--- config.mk ---
export PLATFORM = sky130hd
export DESIGN_NAME = linear_scan_min_priority_queue
export DESIGN_NICKNAME = d
export VERILOG_FILES = /design/src/lsmpq_pkg.sv /design/src/lsmpq_ram.sv /design/src/lsmpq_front.sv /design/src/lsmpq_back.sv /design/src/linear_scan_min_priority_queue.sv
export SDC_FILE = /design/constraint.sdc
export NUM_CORES = 1
export LEC_CHECK = 0
export BUFFER_PORTS_ARGS = -buffer_cell sky130_fd_sc_hd__buf_2
export CAP_MARGIN = 20
export CORE_AREA = 2 2 226 228
export DETAILED_ROUTE_END_ITERATION = 8
export DIE_AREA = 0 0 228 230
export MAX_ROUTING_LAYER = met4
export PLACE_DENSITY = 0.81
export REMOVE_ABC_BUFFERS = 1
export SLEW_MARGIN = 20
export SYNTH_ARGS = -nofsm -noshare
export SYNTH_HDL_FRONTEND = slang
export SYNTH_HIERARCHICAL = 1
export SYNTH_SLANG_ARGS = --single-unit
--- constraint.sdc ---
create_clock -name clk -period 8.4 [get_ports clk]
set_input_delay 0.42 -clock clk [delete_from_list [all_inputs] [get_ports clk]]
set_output_delay 0.42 -clock clk [all_outputs]
set_load 0.01 [all_outputs]
--- src/lsmpq_pkg.sv ---
// Shared types and constants for the linear-scan min priority queue.
package lsmpq_pkg;

	localparam int NODE_W    = 16;
	localparam int PRIO_W    = 16;
	localparam int POS_W     = 4;
	localparam int CMD_W     = 2;
	localparam int CNT_OUT_W = 5;
	localparam int ENTRY_W   = NODE_W + PRIO_W;

	// command codes on the cmd port
	localparam logic [CMD_W-1:0] CMD_INSERT  = 2'd0;
	localparam logic [CMD_W-1:0] CMD_EXTRACT = 2'd1;
	localparam logic [CMD_W-1:0] CMD_SET     = 2'd2;
	localparam logic [CMD_W-1:0] CMD_REMOVE  = 2'd3;

	// priority value that stands for infinite
	localparam logic signed [PRIO_W-1:0] PRIO_INF = -16'sd1;

	typedef enum logic [1:0] {
		OP_INSERT,
		OP_EXTRACT,
		OP_SET,
		OP_REMOVE
	} op_t;

	typedef enum logic [2:0] {
		ST_OK        = 3'd0,
		ST_EMPTY     = 3'd1,
		ST_FULL      = 3'd2,
		ST_NOT_FOUND = 3'd3,
		ST_RANGE     = 3'd4
	} status_t;

	typedef enum logic [1:0] {
		S_IDLE,
		S_SCAN,
		S_GRAB,
		S_SHIFT
	} state_t;

	// classified request handed from the front queue to the executor
	typedef struct packed {
		op_t                      op;
		logic [NODE_W-1:0]        node;
		logic signed [PRIO_W-1:0] prio;
		logic [POS_W-1:0]         pos;
	} req_t;

	// result payload from the executor
	typedef struct packed {
		status_t                  status;
		logic [NODE_W-1:0]        node;
		logic signed [PRIO_W-1:0] prio;
	} res_t;

endpackage

--- src/lsmpq_ram.sv ---
// Generic single-write, single-read RAM with registered read data.
module lsmpq_ram #(
	parameter int WIDTH = 32,
	parameter int DEPTH = 16
) (
	input  logic                     clk,
	input  logic                     we,
	input  logic [$clog2(DEPTH)-1:0] waddr,
	input  logic [WIDTH-1:0]         wdata,
	input  logic                     re,
	input  logic [$clog2(DEPTH)-1:0] raddr,
	output logic [WIDTH-1:0]         rdata
);

	logic [WIDTH-1:0] mem_q [DEPTH];

	// write port
	always_ff @(posedge clk) begin
		if (we) begin
			mem_q[waddr] <= wdata;
		end
	end

	// registered read port
	always_ff @(posedge clk) begin
		if (re) begin
			rdata <= mem_q[raddr];
		end
	end

endmodule

--- src/lsmpq_front.sv ---
// Front end: decodes incoming requests and holds them in a two-entry queue.
module lsmpq_front import lsmpq_pkg::*; (
	input  logic                     clk,
	input  logic                     arst_n,
	input  logic                     push,
	output logic                     full,
	input  logic [CMD_W-1:0]         cmd,
	input  logic [NODE_W-1:0]        node_id,
	input  logic signed [PRIO_W-1:0] priority_req,
	input  logic [POS_W-1:0]         position,
	output logic                     cq_valid,
	output req_t                     cq_req,
	input  logic                     cq_pop
);

	req_t       ent_q [2];
	req_t       new_req;
	logic       wr_ptr_q;
	logic       rd_ptr_q;
	logic [1:0] fill_q;
	logic       push_ok;

	// classify the command
	always_comb begin
		new_req.node = node_id;
		new_req.prio = priority_req;
		new_req.pos  = position;
		unique case (cmd)
			CMD_INSERT:  new_req.op = OP_INSERT;
			CMD_EXTRACT: new_req.op = OP_EXTRACT;
			CMD_SET:     new_req.op = OP_SET;
			CMD_REMOVE:  new_req.op = OP_REMOVE;
		endcase
	end

	assign full     = (fill_q == 2'd2);
	assign push_ok  = push & ~full;
	assign cq_valid = (fill_q != 2'd0);
	assign cq_req   = ent_q[rd_ptr_q];

	// queue pointers and fill level
	always_ff @(posedge clk or negedge arst_n) begin
		if (!arst_n) begin
			wr_ptr_q <= 1'b0;
			rd_ptr_q <= 1'b0;
			fill_q   <= 2'd0;
		end else begin
			if (push_ok) begin
				wr_ptr_q <= ~wr_ptr_q;
			end
			if (cq_pop) begin
				rd_ptr_q <= ~rd_ptr_q;
			end
			fill_q <= fill_q + 2'(push_ok) - 2'(cq_pop);
		end
	end

	// queue storage
	always_ff @(posedge clk) begin
		if (push_ok) begin
			ent_q[wr_ptr_q] <= new_req;
		end
	end

endmodule

--- src/lsmpq_back.sv ---
// Back end: executes requests against the entry table, at most one table read per cycle.
module lsmpq_back import lsmpq_pkg::*; #(
	parameter int CAPACITY = 16
) (
	input  logic                             clk,
	input  logic                             arst_n,
	input  logic                             cq_valid,
	input  req_t                             cq_req,
	output logic                             cq_pop,
	output logic                             res_valid,
	output res_t                             res,
	output logic [$clog2(CAPACITY+1)-1:0]    res_cnt,
	input  logic                             res_pop
);

	localparam int CW = $clog2(CAPACITY + 1);
	localparam int AW = $clog2(CAPACITY);
	localparam int PW = (CW > POS_W) ? CW : POS_W;
	localparam logic [CW-1:0] CAP_C = CW'(CAPACITY);

	state_t state_q, state_d;

	// control
	logic [CW-1:0] cnt_q;
	logic [CW-1:0] idx_q;
	logic          rd_vld_s1;
	logic          found_q;
	logic          res_valid_q;

	// payload
	req_t                     req_q;
	logic [AW-1:0]            rd_idx_s1;
	logic [AW-1:0]            best_idx_q;
	logic [NODE_W-1:0]        best_node_q;
	logic signed [PRIO_W-1:0] best_prio_q;
	res_t                     res_q;
	logic [CW-1:0]            res_cnt_q;

	// table port
	logic               rd_en;
	logic [AW-1:0]      rd_addr;
	logic [ENTRY_W-1:0] rd_data;
	logic               wr_en;
	logic [AW-1:0]      wr_addr;
	logic [ENTRY_W-1:0] wr_data;

	// decode helpers
	logic                     start;
	logic                     scan_more;
	logic                     tbl_full;
	logic                     tbl_empty;
	logic [PW-1:0]            pos_x;
	logic                     pos_ok;
	logic [NODE_W-1:0]        rd_node;
	logic signed [PRIO_W-1:0] rd_prio;
	logic                     match;
	logic                     better;
	logic                     scan_fin;
	logic                     shift_fin;

	lsmpq_ram #(
		.WIDTH(ENTRY_W),
		.DEPTH(CAPACITY)
	) u_tbl (
		.clk  (clk),
		.we   (wr_en),
		.waddr(wr_addr),
		.wdata(wr_data),
		.re   (rd_en),
		.raddr(rd_addr),
		.rdata(rd_data)
	);

	assign start     = (state_q == S_IDLE) && cq_valid && !res_valid_q;
	assign scan_more = (idx_q < cnt_q);
	assign tbl_full  = (cnt_q >= CAP_C);
	assign tbl_empty = (cnt_q == '0);
	assign pos_x     = PW'(cq_req.pos);
	assign pos_ok    = (pos_x < PW'(cnt_q));
	assign rd_node   = rd_data[ENTRY_W-1:PRIO_W];
	assign rd_prio   = rd_data[PRIO_W-1:0];

	// first matching node stops the set-priority scan
	assign match  = (state_q == S_SCAN) && (req_q.op == OP_SET) && rd_vld_s1
		&& !found_q && (rd_node == req_q.node);
	// strictly smaller, non-infinite priority wins; entry 0 seeds the search
	assign better = (state_q == S_SCAN) && (req_q.op == OP_EXTRACT) && rd_vld_s1
		&& ((rd_idx_s1 == '0) || ((rd_prio < best_prio_q) && (rd_prio != PRIO_INF)));
	assign scan_fin  = !rd_vld_s1 && (!scan_more || found_q);
	assign shift_fin = !rd_vld_s1 && !scan_more;

	// next state
	always_comb begin
		state_d = state_q;
		unique case (state_q)
			S_IDLE: begin
				if (start) begin
					unique case (cq_req.op)
						OP_INSERT:  state_d = S_IDLE;
						OP_EXTRACT: state_d = tbl_empty ? S_IDLE : S_SCAN;
						OP_SET:     state_d = S_SCAN;
						OP_REMOVE:  state_d = (!tbl_empty && pos_ok) ? S_GRAB : S_IDLE;
					endcase
				end
			end
			S_SCAN: begin
				if (scan_fin) begin
					state_d = (req_q.op == OP_EXTRACT) ? S_SHIFT : S_IDLE;
				end
			end
			S_GRAB: begin
				state_d = S_SHIFT;
			end
			S_SHIFT: begin
				if (shift_fin) begin
					state_d = S_IDLE;
				end
			end
		endcase
	end

	// table access and queue pop
	always_comb begin
		cq_pop  = 1'b0;
		rd_en   = 1'b0;
		rd_addr = idx_q[AW-1:0];
		wr_en   = 1'b0;
		wr_addr = '0;
		wr_data = '0;
		unique case (state_q)
			S_IDLE: begin
				if (start) begin
					cq_pop = 1'b1;
					if (cq_req.op == OP_INSERT && !tbl_full) begin
						wr_en   = 1'b1;
						wr_addr = cnt_q[AW-1:0];
						wr_data = {cq_req.node, cq_req.prio};
					end
					if (cq_req.op == OP_REMOVE && !tbl_empty && pos_ok) begin
						rd_en   = 1'b1;
						rd_addr = pos_x[AW-1:0];
					end
				end
			end
			S_SCAN: begin
				rd_en = scan_more && !found_q && !match;
				if (match) begin
					wr_en   = 1'b1;
					wr_addr = rd_idx_s1;
					wr_data = {rd_node, req_q.prio};
				end
			end
			S_GRAB: begin
				rd_en = 1'b0;
			end
			S_SHIFT: begin
				// read entry i+1, write it to i on the next cycle
				rd_en = scan_more;
				if (rd_vld_s1) begin
					wr_en   = 1'b1;
					wr_addr = rd_idx_s1 - AW'(1);
					wr_data = rd_data;
				end
			end
		endcase
	end

	// control registers
	always_ff @(posedge clk or negedge arst_n) begin
		if (!arst_n) begin
			state_q     <= S_IDLE;
			cnt_q       <= '0;
			idx_q       <= '0;
			rd_vld_s1   <= 1'b0;
			found_q     <= 1'b0;
			res_valid_q <= 1'b0;
		end else begin
			state_q   <= state_d;
			rd_vld_s1 <= rd_en;
			if (res_pop) begin
				res_valid_q <= 1'b0;
			end
			unique case (state_q)
				S_IDLE: begin
					if (start) begin
						// removal shifts from the entry after the victim, scans start at 0
						idx_q   <= (cq_req.op == OP_REMOVE) ? CW'(pos_x) + CW'(1) : '0;
						found_q <= 1'b0;
						unique case (cq_req.op)
							OP_INSERT: begin
								res_valid_q <= 1'b1;
								if (!tbl_full) begin
									cnt_q <= cnt_q + CW'(1);
								end
							end
							OP_EXTRACT: begin
								if (tbl_empty) begin
									res_valid_q <= 1'b1;
								end
							end
							OP_SET: begin
							end
							OP_REMOVE: begin
								if (tbl_empty || !pos_ok) begin
									res_valid_q <= 1'b1;
								end
							end
						endcase
					end
				end
				S_SCAN: begin
					if (rd_en) begin
						idx_q <= idx_q + CW'(1);
					end
					if (match) begin
						found_q <= 1'b1;
					end
					if (scan_fin) begin
						if (req_q.op == OP_EXTRACT) begin
							idx_q <= CW'(best_idx_q) + CW'(1);
						end else begin
							res_valid_q <= 1'b1;
						end
					end
				end
				S_GRAB: begin
					found_q <= 1'b0;
				end
				S_SHIFT: begin
					if (rd_en) begin
						idx_q <= idx_q + CW'(1);
					end
					if (shift_fin) begin
						cnt_q       <= cnt_q - CW'(1);
						res_valid_q <= 1'b1;
					end
				end
			endcase
		end
	end

	// payload registers
	always_ff @(posedge clk) begin
		rd_idx_s1 <= rd_addr;
		if (start) begin
			req_q      <= cq_req;
			res_q.node <= '0;
			res_q.prio <= '0;
			unique case (cq_req.op)
				OP_INSERT: begin
					res_q.status <= tbl_full ? ST_FULL : ST_OK;
					res_cnt_q    <= tbl_full ? cnt_q : cnt_q + CW'(1);
				end
				OP_EXTRACT: begin
					res_q.status <= tbl_empty ? ST_EMPTY : ST_OK;
					res_cnt_q    <= cnt_q;
				end
				OP_SET: begin
					res_q.status <= ST_OK;
					res_cnt_q    <= cnt_q;
				end
				OP_REMOVE: begin
					res_q.status <= tbl_empty ? ST_EMPTY : (pos_ok ? ST_OK : ST_RANGE);
					res_cnt_q    <= cnt_q;
				end
			endcase
		end
		if (better) begin
			best_idx_q  <= rd_idx_s1;
			best_node_q <= rd_node;
			best_prio_q <= rd_prio;
		end
		if (state_q == S_GRAB) begin
			best_node_q <= rd_node;
			best_prio_q <= rd_prio;
		end
		// set-priority outcome
		if (state_q == S_SCAN && scan_fin && req_q.op == OP_SET) begin
			res_q.status <= found_q ? ST_OK : ST_NOT_FOUND;
			res_cnt_q    <= cnt_q;
		end
		// removal outcome
		if (state_q == S_SHIFT && shift_fin) begin
			res_q.status <= ST_OK;
			res_q.node   <= best_node_q;
			res_q.prio   <= best_prio_q;
			res_cnt_q    <= cnt_q - CW'(1);
		end
	end

	assign res_valid = res_valid_q;
	assign res       = res_q;
	assign res_cnt   = res_cnt_q;

endmodule

--- src/linear_scan_min_priority_queue.sv ---
// Top level of the linear-scan min priority queue: front queue, executor, result ports.
//
//  channel   handshake              payload
//  request   push / full            cmd, node_id, priority_req, position
//  result    empty / pop            status, out_node, out_priority, count, is_empty
//
// Insert and the empty, full and range refusals finish in the cycle that takes the request.
// Extract, set priority and remove-at step through the entry table, read one entry per
// cycle, so their duration grows with the number of entries scanned or shifted. The next
// request starts the cycle after the result is popped. Reset clears the queue fill levels,
// the entry count and the state; table contents need no clearing. Up to two requests
// wait in the front queue while the executor works or while a result waits to be popped.
module linear_scan_min_priority_queue import lsmpq_pkg::*; #(
	parameter int CAPACITY = 16
) (
	input  logic                     clk,
	input  logic                     arst_n,
	input  logic                     push,
	output logic                     full,
	input  logic [CMD_W-1:0]         cmd,
	input  logic [NODE_W-1:0]        node_id,
	input  logic signed [PRIO_W-1:0] priority_req,
	input  logic [POS_W-1:0]         position,
	output logic                     empty,
	input  logic                     pop,
	output logic [2:0]               status,
	output logic [NODE_W-1:0]        out_node,
	output logic signed [PRIO_W-1:0] out_priority,
	output logic [CNT_OUT_W-1:0]     count,
	output logic                     is_empty
);

	localparam int CW = $clog2(CAPACITY + 1);

	logic                  cq_valid;
	req_t                  cq_req;
	logic                  cq_pop;
	logic                  res_valid;
	res_t                  res;
	logic [CW-1:0]         res_cnt;
	logic                  res_pop;
	logic [CW+CNT_OUT_W-1:0] cnt_ext;

	lsmpq_front u_front (
		.clk         (clk),
		.arst_n      (arst_n),
		.push        (push),
		.full        (full),
		.cmd         (cmd),
		.node_id     (node_id),
		.priority_req(priority_req),
		.position    (position),
		.cq_valid    (cq_valid),
		.cq_req      (cq_req),
		.cq_pop      (cq_pop)
	);

	lsmpq_back #(
		.CAPACITY(CAPACITY)
	) u_back (
		.clk      (clk),
		.arst_n   (arst_n),
		.cq_valid (cq_valid),
		.cq_req   (cq_req),
		.cq_pop   (cq_pop),
		.res_valid(res_valid),
		.res      (res),
		.res_cnt  (res_cnt),
		.res_pop  (res_pop)
	);

	// result ports; count is reported modulo 32
	assign empty        = ~res_valid;
	assign res_pop      = pop & res_valid;
	assign status       = res.status;
	assign out_node     = res.node;
	assign out_priority = res.prio;
	assign cnt_ext      = {{CNT_OUT_W{1'b0}}, res_cnt};
	assign count        = cnt_ext[CNT_OUT_W-1:0];
	assign is_empty     = (res_cnt == '0);

	// a full front queue always offers a request to the executor
	a_full_has_req: assert property (@(posedge clk) disable iff (!arst_n)
		full |-> cq_valid)
		else $error("front queue full but no request visible");

	// status codes stay in the defined range
	a_status_range: assert property (@(posedge clk) disable iff (!arst_n)
		!empty |-> (status <= ST_RANGE))
		else $error("undefined status code");

	// an empty-table refusal leaves the table empty
	a_empty_stat: assert property (@(posedge clk) disable iff (!arst_n)
		(!empty && status == ST_EMPTY) |-> is_empty)
		else $error("empty status with entries left");

	// a full refusal never reports an empty table
	a_full_stat: assert property (@(posedge clk) disable iff (!arst_n)
		(!empty && status == ST_FULL) |-> !is_empty)
		else $error("full status with empty table");

	// no request is taken from the front queue while a result is still waiting
	a_one_result: assert property (@(posedge clk) disable iff (!arst_n)
		cq_pop |-> empty)
		else $error("request started while result pending");

endmodule

==> results of run 1 <==
## worst paths after layout
| path | end | cells past startpoint | slack, ps |
|---|---|---|---|
| max in group asynchronous | u_front/rd_ptr_q | 2 | 7680 |
| hold / removal | u_front/ent_q[0][36] | 1 | 20 |
| setup reg to reg | u_back/u_tbl/rdata[15] | 12 | 3120 |
| hold reg to reg | u_back/best_idx_q[1] | 0 | 460 |
| setup / recovery | u_back/u_tbl/rdata[15] | 12 | 3120 |
| min in group asynchronous | u_back/cnt_q[2] | 2 | 340 |
## power by group
| part | total (mW) | switching, mW | leakage, nW | internal (mW) |
|---|---|---|---|---|
| sequential | 5.14 | 0.307 | 6.96 | 4.83 |
| clock | 3.13 | 1.36 | 1.12 | 1.77 |
| combinational | 3.35 | 2.04 | 3.19 | 1.30 |
## flip-flops by register name (all words and copies together), names as in the netlist, 5 cells and up
name,flops
u_front/ent_q,76
u_back/res_cnt,5
u_back/req_q,34
u_back/u_tbl/rdata,32
u_back/best_prio_q,16
u_back/idx_q,5
u_back/u_tbl/mem_q,512
u_back/res,35
u_back/cnt_q,5
u_back/best_node_q,16
## through the flow
step | setup TNS (ps) | cells | setup slack (ps) | hold slack (ps) | utilization (%)
finish | 0 | 2419 | 3120 | 17.6 | 67.1
global route | 0 | 2419 | 2720 | 12.3 | 67.1
detailed placement | 0 | 2263 | 3130 | 407 | 62.0
floorplan | -14340 | 1472 | -449 | 124 | -
global placement | 0 | 2263 | 3240 | 408 | 62.0
CTS | 0 | 2419 | 3040 | 0.663 | 67.1
## placed cells by master (no fill, tap or decap), types with 4 or more instances in the layout
master         netlist  final
a211oi_1             4      4
a21o_1               9      9
a21oi_1             21     21
a22o_1              16     16
a22oi_1             81     81
a31oi_1              5      5
and2_1              24     24
buf_2               10     84
buf_4               13     34
clkbuf_1            30     13
clkbuf_16            0     77
clkinv_1             1     13
clkinv_2             0     17
dfrtp_1             19     18
dfxtp_1              7      7
dlygate4sd3_1        0     27
edfxtp_1           727    727
ha_1                32     32
inv_1               34     34
mux2_2              29     29
mux2_4              10     10
mux4_2             128    128
nand2_1            107    104
nand2b_1            10     10
nand3_1             17     17
nand4_1             16     16
nor2_1              53     39
nor2_4               0     13
nor3_1              14      9
nor3_2               0      5
o211ai_1             4      4
o21a_1               4      4
o21ai_0             14     14
xnor2_1             28     28
xor2_1               4      4
## metal layers
layer	vias up	GRT usage, %	share of wire (%)
li1	6516	-	-
met1	8134	37.6	35
met2	1194	46.0	49
met3	216	5.41	12
met4	0	12.0	3.8
met5	-	-	0
## final cells by class
type	count	share of cell area [%]
clock buffer	90	5.90
timing repair buffer	146	2.89
sequential	753	67.1
tap	672	2.51
multi-input combinational	682	20.4
inverter	37	0.415
clock inverter	39	0.837
## cell usage after synthesis, drive strengths merged, types with 24 or more instances
cell | n | share of area [%]
and2 | 24 | 0.51
ha | 32 | 1.4
mux2 | 39 | 1.6
a22oi | 81 | 2.1
mux4 | 128 | 9.7
inv | 36 | 0.46
xnor2 | 28 | 0.83
edfxtp | 727 | 74
clkbuf | 30 | 0.38
buf | 36 | 0.75
nor2 | 53 | 0.67
nand2 | 107 | 1.4
## cell families after synthesis
logic type,Yosys count
multiplexers,169
buffers and inverters,103
AND/OR/NAND/NOR,269
AO/OA/AOI/OAI,180
adder cells (fa/ha/maj),32
XOR/XNOR,32
flip-flops,753
## worst max-delay path: cells and delay by family, from the launching register on
kind | cells | cell delay [ps]
buffers and inverters | 3 | 1400
AOI/OAI and AO/OA | 3 | 990
and+or+nand+nor | 3 | 720
muxes | 2 | 1080
DFF | 1 | 340
adders and majority gates | 1 | 310
==> results.json, run 1 <==
{
  "status": "finished clean",
  "worstMarginPinSlew_ps": 1070,
  "vias": 16060,
  "clkTransAtPathRegs_ps": 70,
  "cp_max_fo": 98,
  "yosysUniqueCellTypes": 62,
  "hold_start": "cmd[0]",
  "crit_start": "u_front/rd_ptr_q",
  "cts-buffers-inserted": 73,
  "synth_async_sr_flop_share_pct": 2.52,
  "cap_violations": 0,
  "clkSinkCount": 753,
  "place.gp.congestion": 0.926,
  "dieArea_um2": 52400,
  "vias_per_cell": 6.64,
  "wl_per_cell_um": 30.1,
  "critPathArrivalTime_ps": 5620,
  "synth_fa_ha_area_share_pct": 1.35,
  "stdcell_area_um2": 33500,
  "path_class": "reg -> reg",
  "max_freq_mhz": 189,
  "grt_pass1_vias": 16542,
  "hold_violations": 0,
  "setup_viol": 0,
  "cp_slowest_stage_delay_ps": 620,
  "clk_path_buf_depth": 3,
  "cellPowerDensity_nw_per_um2": 347,
  "finalPower_mw": 11.6,
  "slew_headroom_pct": 28.4,
  "synth_xor_area_share_pct": 0.947,
  "period_needed_ps": 5280,
  "yosys.area_share.simple_pct": 4.39,
  "die_height_um": 230,
  "min_path_type": "in -> reg",
  "postRouteAntennaNets": 0,
  "coreArea_um2": 49900,
  "drive_gt1_share_pct": 24.5,
  "multiInputGateArea_um2": 6820,
  "synth_edf_count": 727,
  "grt_max_degree": 99,
  "rsz0062_at_grt": "false",
  "synthMuxAreaShare_pct": 11.4,
  "clk_latency_ps": 600,
  "yosysWarnings": 6,
  "synth_ff_type": "edfxtp_1",
  "critPathCaptureType": "register",
  "crit_required_ps": 8740,
  "drv_slew": 0,
  "timing.final.crit_share_pct": 62.9,
  "cp_common_cell": "nand2_1",
  "regArea_um2": 22400,
  "avgSynthCellArea_um2": 19.2,
  "skew_ps": 19.4,
  "first_pass_iters": 6,
  "die_w_um": 228,
  "cts.repair.resized": 0,
  "grt_first_pass_wirelength_um": 106000,
  "routed_wirelength_um": 72700,
  "cts_tree": "yes",
  "drt_iter0_drc": 2234,
  "syn_area_um2": 29600,
  "start_kind": "register",
  "grt_usage_pct": 29.0,
  "worstPathCellList": "buf_4 > mux2_2 > ha_1 > a2111oi_1 > o311ai_1 > inv_2 > nand2_1 > nand2_4 > buf_12 > mux4_2 > a22oi_1 > nand2_1",
  "area_growth_pct": 13.1,
  "h-tree-depth": 3,
  "cts_setup_buffers": 0,
  "antenna_found_initial": 0,
  "r2r-start": "u_front/rd_ptr_q",
  "initial_core_util_pct": 59.3,
  "nFillCells": 3092,
  "cts-root-buf": "clkbuf_16",
  "antennaDiodeCount": 0,
  "ys_seq_area_share_pct": 75.9,
  "placed_area_um2": 30900,
  "slowest_stage": "mux4_2",
  "ys_seq_elements": 753,
  "synth_compound_area_share_pct": 4.40,
  "rows": 82,
  "grt-ovfl-total": 0,
  "portBuffers": 84,
  "finalNetCount": 1767,
  "postCtsHoldBufs": 27,
  "total_leakage_power_nw": 11.3,
  "pin_count": 85,
  "vdd_drop_max_mv": 0.277,
  "drc": 0,
  "synthCells": 1538,
  "synth_top_family_by_area": "multiplexers",
  "dpl.hpwl_um": 39000
}
Power figures use the tool's default switching activity.
==> inputs of run 2 (changes only) <==
--- a/config.mk
+++ b/config.mk
@@ -5,13 +5,14 @@
 export SDC_FILE = /design/constraint.sdc
 export NUM_CORES = 1
 export LEC_CHECK = 0
+export ABC_AREA = 1
 export BUFFER_PORTS_ARGS = -buffer_cell sky130_fd_sc_hd__buf_2
 export CAP_MARGIN = 20
-export CORE_AREA = 2 2 226 228
+export CORE_AREA = 2 2 237 239
 export DETAILED_ROUTE_END_ITERATION = 8
-export DIE_AREA = 0 0 228 230
+export DIE_AREA = 0 0 239 241
 export MAX_ROUTING_LAYER = met4
-export PLACE_DENSITY = 0.81
+export PLACE_DENSITY = 0.82
 export REMOVE_ABC_BUFFERS = 1
 export SLEW_MARGIN = 20
 export SYNTH_ARGS = -nofsm -noshare
==> constraint.sdc (replaced) <==
create_clock -name clk -period 5.3 [get_ports clk]
set_input_delay 0.265 -clock clk [delete_from_list [all_inputs] [get_ports clk]]
set_output_delay 0.265 -clock clk [all_outputs]
set_load 0.01 [all_outputs]
==> results.json, run 2 <==
{
  "finalNetCount": 3277,
  "netlist.area_leader.share_pct": 66.6,
  "min_path_type": "in -> async",
  "synth_async_sr_flop_share_pct": 2.52,
  "ys_seq_area_share_pct": 68.4,
  "setup_viol": 0,
  "total_leakage_power_nw": 15.8,
  "avgSynthCellArea_um2": 10.7,
  "portBuffers": 84,
  "vdd_drop_max_mv": 0.399,
  "grt_max_degree": 162,
  "drt_iter0_drc": 3411,
  "clkPwrFrac_pct": 26.3,
  "vias_per_cell": 5.76,
  "cellPowerDensity_nw_per_um2": 536,
  "regArea_um2": 22400,
  "finalPower_mw": 19.8,
  "grt-ovfl-total": 0,
  "crit_required_ps": 5780,
  "final_cell_mix": "nand2_1 (878), edfxtp_1 (727), inv_1 (561), nand3_1 (426), buf_2 (84)",
  "cts-root-buf": "clkbuf_16",
  "drc": 0,
  "synth_ff_type": "edfxtp_1",
  "p_int_mw": 12.4,
  "syn_area_um2": 32800,
  "largest_register_ffs": 512,
  "routed_wirelength_um": 82000,
  "cp_max_fo": 87,
  "dpl.hpwl_um": 44400,
  "cts_tree": "yes",
  "pwr-share-comb_pct": 32.8,
  "stdcell_area_um2": 36900,
  "rsz0062_at_grt": "false",
  "dieArea_um2": 57600,
  "ys_seq_elements": 753,
  "clkTransAtPathRegs_ps": 60,
  "grt_first_pass_wirelength_um": 123000,
  "slew_headroom_pct": 23.8,
  "status": "finished clean",
  "start_kind": "register",
  "coreArea_um2": 54900,
  "synth.top_cells.by_count": "nand2_1 (881), edfxtp_1 (727), inv_1 (564)",
  "synthCells": 3079,
  "yosysUniqueCellTypes": 45,
  "die_w_um": 239,
  "synth_area_leaders": "edfxtp_1 (67%), nand2_1 (10%), nand3_1 (6.5%), inv_1 (6.5%), dfrtp_1 (1.4%)",
  "antenna_found_initial": 1,
  "synth_edf_count": 727,
  "period_needed_ps": 4540,
  "grt_util_met1_pct": 36.5,
  "postRouteAntennaNets": 0,
  "path_class": "reg -> reg",
  "nFillCells": 3699,
  "use_met2_pct": 47.6,
  "clk_latency_ps": 620,
  "multiInputGateArea_um2": 7590,
  "initial_core_util_pct": 59.8,
  "first_pass_iters": 7,
  "area_growth_pct": 12.4,
  "wl_per_cell_um": 20.7,
  "hold_ws_ps": 146,
  "placed_area_um2": 34000,
  "place.gp.congestion": 0.921,
  "timing.final.crit_share_pct": 85.7,
  "netSwitchingFraction_pct": 37.2,
  "clk_path_buf_depth": 3,
  "pin_count": 85,
  "power.switching_mw": 7.34,
  "grt_usage_pct": 29.4,
  "cts-buffers-inserted": 74,
  "max_freq_mhz": 220,
  "yosysWarnings": 6,
  "grt_pass1_vias": 22258,
  "cap_violations": 0,
  "skew_ps": 28.6,
  "top_usage_layer": "met2",
  "yosysMostFrequentCell": "nand2_1",
  "mostFrequentLayoutCell": "nand2_1",
  "grt_use_met3_pct": 5.19,
  "rows": 86,
  "largest_register": "u_back/u_tbl/mem_q",
  "critPathArrivalTime_ps": 5020,
  "critPathCaptureType": "register",
  "hold_violations": 0,
  "h-tree-depth": 3,
  "clkSinkCount": 753,
  "cts_setup_buffers": 0,
  "pwr-share-seq_pct": 40.9,
  "die_height_um": 241,
  "worstMarginPinSlew_ps": 1140,
  "fin_util_pct": 67.2,
  "drive_gt1_share_pct": 9.20,
  "drv_slew": 0,
  "synth_top_area_cell": "edfxtp_1",
  "vias": 22827
}
run 2: layout make-up:
cell class	count	area share [%]
Clock inverter	43	1.13
Timing Repair Buffer	179	3.79
Clock buffer	90	5.33
Inverter	573	5.85
Multi-Input combinational cell	1622	20.6
Sequential cell	753	60.9
Tap cell	704	2.39
Antenna cell	1	0.00679
run 2: worst max-delay path, stage by stage (launching register included):
cell and delay, ps:
dfrtp_2 590, o21ai_1 430, ha_1 330, a21o_1 170, a22oi_2 230, nand4_4 270
nand2_1 200, nand2_4 300, inv_4 910, buf_4 440, nand3_1 130, nand3_1 130
nand3_1 100, nand2_1 80
run 2: path summary, 6_finish.rpt:
kind | start | slack [ps] | endpoint | depth (start not counted)
worst max register to register | u_front/rd_ptr_q | 760 | u_back/u_tbl/rdata[9] | 13
max in group asynchronous | arst_n | 4790 | u_front/rd_ptr_q | 2
worst max-delay path | u_front/rd_ptr_q | 760 | u_back/u_tbl/rdata[9] | 13
worst min register to register | u_back/u_tbl/rdata[31] | 470 | u_back/best_node_q[15] | 0
worst min-delay path | arst_n | 150 | u_front/wr_ptr_q | 2
min in group clk | node_id[13] | 370 | u_front/ent_q[1][33] | 2
run 2: logic make-up (layout without fill, tap and decap cells):
logic type                 after synthesis  after routing  share of synthesized area [%]
adders and majority gates               32             32                           1.22
and+or+nand+nor                       1446           1446                           18.6
AOI/OAI and AO/OA                      131            131                           2.29
DFF                                    753            753                           68.4
xor gates and xnor gates                13             13                          0.347
buffers and inverters                  704            885                           9.11
other                                    0              1                              0
run 2: metal layers:
layer | up-vias | part of all wire, %
met3 | 319 | 11
met4 | 0 | 4.8
met5 | - | 0
li1 | 10322 | -
met2 | 1514 | 48
met1 | 10672 | 36
run 2: what timing repair did:
action / in CTS / in global routing
hold endpoints to repair: 97 / 0
hold buffers: 41 / 0
resized for setup: 0 / 0
run 2: power groups by stage:
stage                     Clock (mW)  Combinational [mW]  Sequential [mW]
after floorplan                    0                4.14             8.11
after global placement             0                6.00             8.17
after detailed placement           0                6.18             8.19
after CTS                       5.23                6.30             8.08
after global routing            5.46                7.04             8.14
final                           5.20                6.47             8.09
run 2: per-stage QoR:
stage	instances	setup TNS [ps]	setup WS, ps
floorplan	2948	-709340	-18630
global placement	3788	0	1050
detailed placement	3788	0	905
CTS	3962	0	867
global route	3965	0	514
finish	3965	0	759
